<file path="config.mk">
export PLATFORM = sky130hd
export DESIGN_NAME = double_ended_queue_flat
export DESIGN_NICKNAME = d
export VERILOG_FILES = /design/src/design/deq_pkg.sv /design/src/design/deq_if.sv /design/src/design/deq_ctrl.sv /design/src/design/deq_dp.sv /design/src/design/double_ended_queue.sv /design/src/flat_wrapper.sv
export SDC_FILE = /design/constraint.sdc
export NUM_CORES = 1
export LEC_CHECK = 0
export ABC_AREA = 1
export BUFFER_PORTS_ARGS = -buffer_cell sky130_fd_sc_hd__buf_2
export CORE_UTILIZATION = 45
export DETAILED_ROUTE_END_ITERATION = 7
export PLACE_DENSITY = 0.64
export SETUP_SLACK_MARGIN = 0.05
export SYNTH_ARGS = -nofsm -noshare
export SYNTH_HDL_FRONTEND = slang
export SYNTH_HIERARCHICAL = 1
export SYNTH_SLANG_ARGS = --single-unit
</file>
<file path="constraint.sdc">
create_clock -name i_clk -period 5.6 [get_ports i_clk]
set_input_delay 0.84 -clock i_clk [delete_from_list [all_inputs] [get_ports i_clk]]
set_output_delay 0.84 -clock i_clk [all_outputs]
set_load 0.01 [all_outputs]
</file>
<file path="src/design/deq_pkg.sv">
// shared constants and types for the double-ended queue
package deq_pkg;

    localparam int DEPTH        = 16;
    localparam int WORD_BITS    = 32;
    localparam int IDX_BITS     = (DEPTH > 1) ? $clog2(DEPTH) : 1;
    localparam int CNT_BITS     = $clog2(DEPTH + 1);
    localparam int SUM_BITS     = $clog2(2 * DEPTH);
    localparam int VALUE_BITS   = 32;
    localparam int COUNT_BITS   = 5;

    typedef logic [WORD_BITS-1:0]  t_word;
    typedef logic [IDX_BITS-1:0]   t_idx;
    typedef logic [CNT_BITS-1:0]   t_cnt;
    typedef logic [SUM_BITS-1:0]   t_sum;

    typedef enum logic [1:0] {
        CMD_PUSH_FRONT = 2'd0,
        CMD_PUSH_BACK  = 2'd1,
        CMD_POP_FRONT  = 2'd2,
        CMD_REVERSE    = 2'd3
    } t_command;

    typedef enum logic [2:0] {
        ST_IDLE   = 3'b001,
        ST_EXEC   = 3'b010,
        ST_RESULT = 3'b100
    } t_state;

    typedef struct packed {
        logic load;
        logic exec;
    } t_dp_ctrl;

endpackage

</file>
<file path="src/design/deq_if.sv">
// request and result channel interfaces
interface deq_cmd_if;
    logic                                  valid;
    logic                                  ready;
    deq_pkg::t_command                     command;
    logic signed [deq_pkg::VALUE_BITS-1:0] value;

    modport source (output valid, output command, output value, input ready);
    modport sink   (input valid, input command, input value, output ready);
endinterface

interface deq_rsp_if;
    logic                                  valid;
    logic                                  ready;
    logic                                  ok;
    logic signed [deq_pkg::VALUE_BITS-1:0] removed_value;
    logic [deq_pkg::COUNT_BITS-1:0]        count;

    modport source (output valid, output ok, output removed_value, output count, input ready);
    modport sink   (input valid, input ok, input removed_value, input count, output ready);
endinterface

</file>
<file path="src/design/deq_ctrl.sv">
// controller state machine: accept, execute, hold result
module deq_ctrl (
    input  logic              i_clk,
    input  logic              i_rst_n,
    input  logic              i_cmd_valid,
    output logic              o_cmd_ready,
    output logic              o_rsp_valid,
    input  logic              i_rsp_ready,
    output deq_pkg::t_dp_ctrl o_ctrl
);
    import deq_pkg::*;

    t_state r_state;
    t_state n_state;

    always_comb begin
        n_state = r_state;
        unique case (r_state)
            ST_IDLE: begin
                if (i_cmd_valid) begin
                    n_state = ST_EXEC;
                end
            end
            ST_EXEC: begin
                n_state = ST_RESULT;
            end
            ST_RESULT: begin
                if (i_rsp_ready) begin
                    n_state = ST_IDLE;
                end
            end
            default: begin
                n_state = ST_IDLE;
            end
        endcase
    end

    always_ff @(posedge i_clk) begin
        if (!i_rst_n) begin
            r_state <= ST_IDLE;
        end else begin
            r_state <= n_state;
        end
    end

    assign o_cmd_ready = (r_state == ST_IDLE);
    assign o_rsp_valid = (r_state == ST_RESULT);
    assign o_ctrl.load = (r_state == ST_IDLE) && i_cmd_valid;
    assign o_ctrl.exec = (r_state == ST_EXEC);

endmodule

</file>
<file path="src/design/deq_dp.sv">
// datapath: ring storage, pointers, orientation and result registers
module deq_dp (
    input  logic                                  i_clk,
    input  logic                                  i_rst_n,
    input  deq_pkg::t_dp_ctrl                     i_ctrl,
    input  deq_pkg::t_command                     i_command,
    input  logic signed [deq_pkg::VALUE_BITS-1:0] i_value,
    output logic                                  o_ok,
    output logic signed [deq_pkg::VALUE_BITS-1:0] o_removed_value,
    output logic [deq_pkg::COUNT_BITS-1:0]        o_count
);
    import deq_pkg::*;

    t_word    r_mem [DEPTH];
    t_word    r_rd_data;

    t_command r_cmd;
    t_word    r_word;
    t_idx     r_front;
    t_idx     n_front;
    t_cnt     r_count;
    t_cnt     n_count;
    logic     r_rev;
    logic     n_rev;
    logic     r_ok;
    logic     n_ok;
    logic     r_popped;
    logic     n_popped;

    logic     full;
    logic     empty;
    logic     at_front;
    t_idx     front_dec;
    t_idx     front_inc;
    t_sum     sum;
    t_sum     sum_m1;
    t_idx     back_put;
    t_idx     back_last;
    logic     we;
    t_idx     wa;
    logic     re;
    t_idx     ra;

    assign full     = (r_count == t_cnt'(DEPTH));
    assign empty    = (r_count == '0);
    assign at_front = (r_cmd == CMD_PUSH_FRONT) != r_rev;

    assign front_dec = (r_front == '0) ? t_idx'(DEPTH - 1) : r_front - t_idx'(1);
    assign front_inc = (r_front == t_idx'(DEPTH - 1)) ? '0 : r_front + t_idx'(1);

    // physical slot one past the back, and the back slot itself
    assign sum      = t_sum'(r_front) + t_sum'(r_count);
    assign sum_m1   = sum - t_sum'(1);
    assign back_put = (sum >= t_sum'(DEPTH)) ? t_idx'(sum - t_sum'(DEPTH)) : t_idx'(sum);
    assign back_last = (sum_m1 >= t_sum'(DEPTH)) ? t_idx'(sum_m1 - t_sum'(DEPTH))
                                                 : t_idx'(sum_m1);

    always_comb begin
        n_front  = r_front;
        n_count  = r_count;
        n_rev    = r_rev;
        n_ok     = 1'b0;
        n_popped = 1'b0;
        we       = 1'b0;
        wa       = back_put;
        re       = 1'b0;
        ra       = r_front;
        unique case (r_cmd)
            CMD_PUSH_FRONT, CMD_PUSH_BACK: begin
                if (!full) begin
                    n_ok    = 1'b1;
                    we      = 1'b1;
                    n_count = r_count + t_cnt'(1);
                    if (at_front) begin
                        wa      = front_dec;
                        n_front = front_dec;
                    end
                end
            end
            CMD_POP_FRONT: begin
                if (!empty) begin
                    n_ok     = 1'b1;
                    n_popped = 1'b1;
                    re       = 1'b1;
                    n_count  = r_count - t_cnt'(1);
                    if (r_rev) begin
                        ra = back_last;
                    end else begin
                        n_front = front_inc;
                    end
                end
            end
            CMD_REVERSE: begin
                n_ok  = 1'b1;
                n_rev = ~r_rev;
            end
            default: begin
                n_ok = 1'b0;
            end
        endcase
    end

    always_ff @(posedge i_clk) begin
        if (!i_rst_n) begin
            r_front <= '0;
            r_count <= '0;
            r_rev   <= 1'b0;
        end else if (i_ctrl.exec) begin
            r_front <= n_front;
            r_count <= n_count;
            r_rev   <= n_rev;
        end
    end

    always_ff @(posedge i_clk) begin
        if (i_ctrl.load) begin
            r_cmd  <= i_command;
            r_word <= t_word'($unsigned(i_value));
        end
        if (i_ctrl.exec) begin
            r_ok     <= n_ok;
            r_popped <= n_popped;
        end
    end

    always_ff @(posedge i_clk) begin
        if (i_ctrl.exec && we) begin
            r_mem[wa] <= r_word;
        end
        if (i_ctrl.exec && re) begin
            r_rd_data <= r_mem[ra];
        end
    end

    assign o_ok            = r_ok;
    assign o_removed_value = r_popped ? VALUE_BITS'(r_rd_data) : '0;
    assign o_count         = COUNT_BITS'(r_count);

endmodule

</file>
<file path="src/design/double_ended_queue.sv">
// top level: bounded double-ended queue of signed words
// sequence: request accepted in idle, executed the next cycle, result valid the cycle after
// one request at a time: a new request is accepted only after the last result is taken,
//   set by the idle/execute/result sequence of the controller
// reset: synchronous active-low i_rst_n empties the queue and restores normal orientation;
//   entry storage is not cleared and no clearing pass is needed
module double_ended_queue (
    input  logic       i_clk,
    input  logic       i_rst_n,
    deq_cmd_if.sink    i_cmd,
    deq_rsp_if.source  o_rsp
);
    import deq_pkg::*;

    // command bundle from controller to datapath
    t_dp_ctrl ctrl;

    // controller owns the handshakes: ready only when idle, valid only while
    // the result is held
    deq_ctrl u_ctrl (
        .i_clk       (i_clk),
        .i_rst_n     (i_rst_n),
        .i_cmd_valid (i_cmd.valid),
        .o_cmd_ready (i_cmd.ready),
        .o_rsp_valid (o_rsp.valid),
        .i_rsp_ready (o_rsp.ready),
        .o_ctrl      (ctrl)
    );

    // datapath captures the request, updates ring pointers, count and orientation,
    // and keeps the result stable until it is taken
    deq_dp u_dp (
        .i_clk           (i_clk),
        .i_rst_n         (i_rst_n),
        .i_ctrl          (ctrl),
        .i_command       (i_cmd.command),
        .i_value         (i_cmd.value),
        .o_ok            (o_rsp.ok),
        .o_removed_value (o_rsp.removed_value),
        .o_count         (o_rsp.count)
    );

endmodule

</file>
<file path="src/flat_wrapper.sv">
// flat-port wrapper written by rule: the top's interface ports become plain ports
module double_ended_queue_flat import deq_pkg::*;
  (i_clk, i_rst_n, i_cmd_valid, i_cmd_command, i_cmd_value, i_cmd_ready, o_rsp_valid, o_rsp_ok, o_rsp_removed_value, o_rsp_count, o_rsp_ready);
  deq_cmd_if i_cmd_i ();
  deq_rsp_if o_rsp_i ();
  input  logic i_clk;
  input  logic i_rst_n;
  input wire logic [$bits(i_cmd_i.valid)-1:0] i_cmd_valid;
  input wire logic [$bits(i_cmd_i.command)-1:0] i_cmd_command;
  input wire logic [$bits(i_cmd_i.value)-1:0] i_cmd_value;
  output wire logic [$bits(i_cmd_i.ready)-1:0] i_cmd_ready;
  output wire logic [$bits(o_rsp_i.valid)-1:0] o_rsp_valid;
  output wire logic [$bits(o_rsp_i.ok)-1:0] o_rsp_ok;
  output wire logic [$bits(o_rsp_i.removed_value)-1:0] o_rsp_removed_value;
  output wire logic [$bits(o_rsp_i.count)-1:0] o_rsp_count;
  input wire logic [$bits(o_rsp_i.ready)-1:0] o_rsp_ready;
  assign i_cmd_i.valid = i_cmd_valid;
  assign i_cmd_i.command = i_cmd_command;
  assign i_cmd_i.value = i_cmd_value;
  assign i_cmd_ready = i_cmd_i.ready;
  assign o_rsp_valid = o_rsp_i.valid;
  assign o_rsp_ok = o_rsp_i.ok;
  assign o_rsp_removed_value = o_rsp_i.removed_value;
  assign o_rsp_count = o_rsp_i.count;
  assign o_rsp_i.ready = o_rsp_ready;
  double_ended_queue u_core (.i_clk(i_clk), .i_rst_n(i_rst_n), .i_cmd(i_cmd_i), .o_rsp(o_rsp_i));
endmodule
</file>
# Yosys cells after proc, flatten, opt, wreduce, memory -nomap -nowiden
# Memory sizes are Yosys's and may differ from the RTL's. A register that Yosys moved wholly into a read port is not among the register bits.
# Cells that the tools add are included.
# Widths: inputs -> output; s select.
# classes
muxes,29
n_mul,0
addsub,8
n_lt_le_gt_ge,2
n_reduce_logical,12
eq_ne,15
div_mod_pow,0
shift,0
bitwise_logic,1
# ops
operator,n
$mux 4,14
$mux 32,1
$sub 4x1->4 const B,3
$ge 5x5->1 const B,2
$mux 5,2
$ne 2x2->1 const B,5
$pmux 5 s2,1
$sub 5x1->5 const B,2
$pmux 3 s3,1
$pmux 4 s2,1
$mux 1,6
$mux 3,2
$reduce_and 6->1,1
$add 4x5->5,1
$add 5x1->5 const B,1
$eq 5x5->1 const B,1
$logic_not 5->1,1
$add 4x1->4 const B,1
$eq 2x2->1 const B,2
$eq 4x4->1 const B,1
$logic_not 4->1,1
$reduce_and 2->1,2
$reduce_and 4->1,1
$eq 3x1->1 const B,1
11 further kinds,13
# word_totals
romBits,0
mem_bits_rw,512
latch_bits,0
in_bits,38
word_cells,76
output_inout_bits,40
reg_bits,49
mem_count,1
# mem_list
name,words,width,rd,rd_clocked_by_memory_dff,write_ports,line_no,text
u_core.u_dp.r_mem,16,32,1,1,1,deq_dp.sv:14,t_word r_mem [DEPTH];

# Longest topological paths before layout
# depth
depth_word,7
ltp_mapped,14
mapped_depth_nobuf,12

# By module
# The synthesis kept the hierarchy.
# modules_own_cells
module,cells_per_inst,n_inst,area_each_um2
deq_dp,2350,1,25469.4
deq_ctrl,24,1,158.9

# Worst setup path before layout
# OpenSTA, ideal clock, no wires.
# synth_timing
kind,reg2reg
from,register u_core.u_dp.r_count[2] (netlist: u_core/u_dp/o_count[2])
to,memory u_core/u_dp/r_mem[4][0] in the netlist's numbering (enable)
arrival_time_ns,2.902
n_path_buf,0
path_slack_ns,2.277
required_time_ns,5.179
stages_incl_launch_ff,10
setup_ns,0.421
cell_sequence,dfxtp_1 -> ha_1 -> a21oi_1 -> nand2_1 -> or2_1 -> nand2_1 -> o21ai_0 -> inv_1 -> nand2_1 -> nor2_1
# synth_via
elab_chain_cells,6
# synth_lines
item,line_no,text
"start, declared",deq_dp.sv:21,t_cnt r_count;
"start signal, assigned",deq_dp.sv:110,r_count <= n_count;
$add 4x5->5 / $eq 5x5->1 (equally long branches),"deq_dp.sv:52, deq_dp.sv:44",
"$sub 4x1->4, or another cell as far along",deq_dp.sv:54,assign back_put = (sum >= t_sum'(DEPTH)) ? t_idx'(sum - t_sum'(DEPTH)) : t_idx'(sum);
$mux 4 / $mux 1 (equally long branches),"deq_dp.sv:54, deq_dp.sv:68",
$mux 4 / $logic_and 1x1->1 (equally long branches),"deq_dp.sv:74, deq_dp.sv:127",
$mux 4 / $mux 1 (equally long branches),"deq_dp.sv:70, deq_dp.sv:127",
$mux 4 / $mux 1 (equally long branches),"deq_dp.sv:68, deq_dp.sv:128",
"end, declared",deq_dp.sv:14,
# Parallel ways exist; a longest one is shown, timed or not.

# Worst setup path in the final report
# layout_timing
from,register u_core.u_dp.r_front[0]
to,memory u_core/u_dp/r_mem[15][15] in the netlist's numbering (enable)
# layout_via
elab_chain_cells,6
# layout_lines
item,line_no,text
"start, declared",deq_dp.sv:19,t_idx r_front;
"start signal, assigned",deq_dp.sv:109,r_front <= n_front;
$add 4x5->5,deq_dp.sv:52,assign sum = t_sum'(r_front) + t_sum'(r_count);
$sub 4x1->4 / $ge 5x5->1 (equally long branches),deq_dp.sv:54,
$mux 4,deq_dp.sv:54,
$mux 4,deq_dp.sv:74,if (at_front) begin
$mux 4,deq_dp.sv:70,if (!full) begin
$mux 4 (*),deq_dp.sv:68,unique case (r_cmd)
# Every way passes the cells marked *; elsewhere a longest branch is shown, timed or not.

==> results.toml <==
[floorplan]
rows = 87
start_util_pct = 45.54
chipWidth_um = 240.6
pin_count = 78
core_um2 = 56280
die_area_um2 = 57910
die_y_um = 240.6

[global_routing]
grt_max_degree = 169
overflow = 0
antenna_found_initial = 0
track_usage_pct = 22.27
first_global_vias = 16514
grt_pass1_wl_um = 96570

[route]
drtAntennaViolNets = 0
drt_wl_total_um = 63670
vias_per_cell = 5.310
via_count = 17041
drtPass1Iterations = 6
wl_per_cell_um = 19.84
post-route-drc-count = 0
drt_iter0_drc = 1882

[logic_synthesis]
ys_ff_latch = 593
syn_area_um2 = 25630
synth-async-reset-ratio_pct = 0
synth-edff-count = 580
post_synth_num_cell_types = 32
yosysMostFrequentCell = "nand2_1"
yosysSeqAreaShare_pct = 68.97
yosysWarnings = 6
synth_area_leaders = "edfxtp_1, nand3_1, nand2_1, inv_1, buf_2"
synth_cells = 2374
avgSynthCellArea_um2 = 10.80
synth_top_area_share_pct = 67.96
synth_area_leader_cell = "edfxtp_1"
ys.flop_type = "edfxtp_1"
ys_top_cells_by_count = "nand2_1, nand3_1, edfxtp_1"
synth_fp_nets = 2423

[power]
p_sw_share_pct = 20.52
p_total_mw = 9.119
internal_power_mw = 7.247
p_leak_nw = 11.63
p_seq_share_pct = 55.1
combPwrFrac_pct = 2.5
power_density_nw_per_um2 = 318.9
vdd_drop_max_mv = 0.2277
switchingPower_mw = 1.871
clkPwrFrac_pct = 42.4

[cts]
clock_insertion_delay_worst_skew_ns = 0.62
cts_tree = "yes"
clk_root_buffer_cell = "clkbuf_16"
clock_path_buffers = 3
cts_buffers = 58
cts-resized-gates = 0
cts_hold_buf = 0
htreeDepth = 2
clk_pin_slew_ns = 0.06
cts_num_sinks = 593
post_cts.repair.setup_buffers = 0

[placement]
placed_cell_area_um2 = 26710
dp_slack_ns = 1.998
gp_congestion = 0.8021
port_buffers = 77
placed_cells = 3102
dp_hpwl_um = 32540

[layout]
diodes = 0
finalNonFillerCells = 3209
finalNetCount = 2455
drive_gt1_share_pct = 9.539
syn2layout_area_growth_pct = 11.57
finish.utilization_pct = 50.81
finalInstanceArea_um2 = 28590

[timing]
hold_ws_ns = 0.3882
slew_headroom_pct = 16.94
period_share_pct = 65.00
skew_ns = 0.02179
post-route-min-period_ns = 3.640
rsz0062_at_grt = "no"
clock.fmax_ghz = 0.2747
drv_slew = 0
setup_viol = 0
finalHoldViolCount = 0
setup_slack_ns = 1.960
tightest_slew_ns = 1.243
fin_setup_tns_ns = 0

[setup_path]
crit_type = "reg -> reg"
critPathArrivalTime_ns = 3.94
required_ns = 5.90
crit_path_end_kind = "flip-flop"
path_max_fanout = 23
worst_setup_path_start_kind = "flip-flop"

[worst_hold_path]
hold_path.class = "in -> reg"

[status]
outcome = "complete, no violations"

[job]
max_cap_violations = 0
cells by family (layout without fill, tap and decap cells):
kind of cell	after synthesis	after routing	synth area share [%]
and+or+nand+nor	1269	1269	21.85
DFF	593	593	68.97
buffers and inverters	464	543	7.684
AOI/OAI and AO/OA	26	26	0.5175
adders and majority gates	11	11	0.5956
xor gates and xnor gates	11	11	0.3759
routing by layer:
layer  track usage [%]  up-vias  routed length, µm
li1                  -     8033                  -
met1             28.83     8221              25720
met2             37.59      647              31290
met3             3.477      140               4512
met4             8.782        0               2151
met5                 0        -                  0
layout make-up:
type / instances / area (µm²)
inverter: 325 / 1220
multi-input combinational: 1317 / 6175
fill: 4873 / 27680
sequential: 593 / 17680
clock inverter: 37 / 367.9
tap: 756 / 945.9
timing repair buffer: 111 / 690.7
clock buffer: 70 / 1518
power by group through the flow:
| stage | Combinational, mW | Sequential, mW | Clock (mW) |
|---|---|---|---|
| after CTS | 0.228 | 5.03 | 3.94 |
| final | 0.225 | 5.03 | 3.87 |
| after detailed placement | 0.226 | 5.12 | 0 |
| after floorplan | 0.148 | 5.08 | 0 |
| after global placement | 0.222 | 5.12 | 0 |
| after global routing | 0.251 | 5.03 | 4.11 |
critical path, stage by stage, from the launching register on:
cell	delay [ns]
dfxtp_1	0.44
inv_1	0.18
ha_1	0.20
nand2_1	0.09
nand2_1	0.07
nand2_1	0.06
o21a_1	0.12
or2_2	0.28
o21ai_0	0.14
nand2_1	0.31
nor2_4	1.03
buf_4	0.39
state kept, by name, indices dropped and copies added (netlist names):
register and flops:
u_core/u_ctrl/r_state 3, u_core/u_dp/o_count 5, u_core/u_dp/o_ok 1, u_core/u_dp/r_cmd 2, u_core/u_dp/r_front 4, u_core/u_dp/r_mem 512
u_core/u_dp/r_popped 1, u_core/u_dp/r_rd_data 32, u_core/u_dp/r_rev 1, u_core/u_dp/r_word 32
path summary, 6_finish.rpt:
check	start	endpoint	slack [ns]	cells past startpoint
setup / recovery	u_core/u_dp/r_front[0]	u_core/u_dp/r_mem[15][15]	1.96	11
hold / removal	i_cmd_value[21]	u_core/u_dp/r_word[21]	0.39	1
setup reg to reg	u_core/u_dp/r_front[0]	u_core/u_dp/r_mem[15][15]	1.96	11
hold reg to reg	u_core/u_ctrl/r_state[2]	u_core/u_ctrl/r_state[2]	0.55	2
placed cells by master, fill, tap and decap left out, types with 7 or more instances in the layout:
cell type and count:
nand2_1 622, nand3_1 593, edfxtp_1 580, inv_1 322
buf_2 77, clkbuf_16 59, buf_4 30, nor2_4 21
clkinv_2 16, dfxtp_1 13, clkinv_1 12, a21oi_1 12
o21ai_0 12, clkbuf_1 11, ha_1 9, nor2_1 8
bufinv_16 7, xor2_1 7
Power figures use the tool's default switching activity.
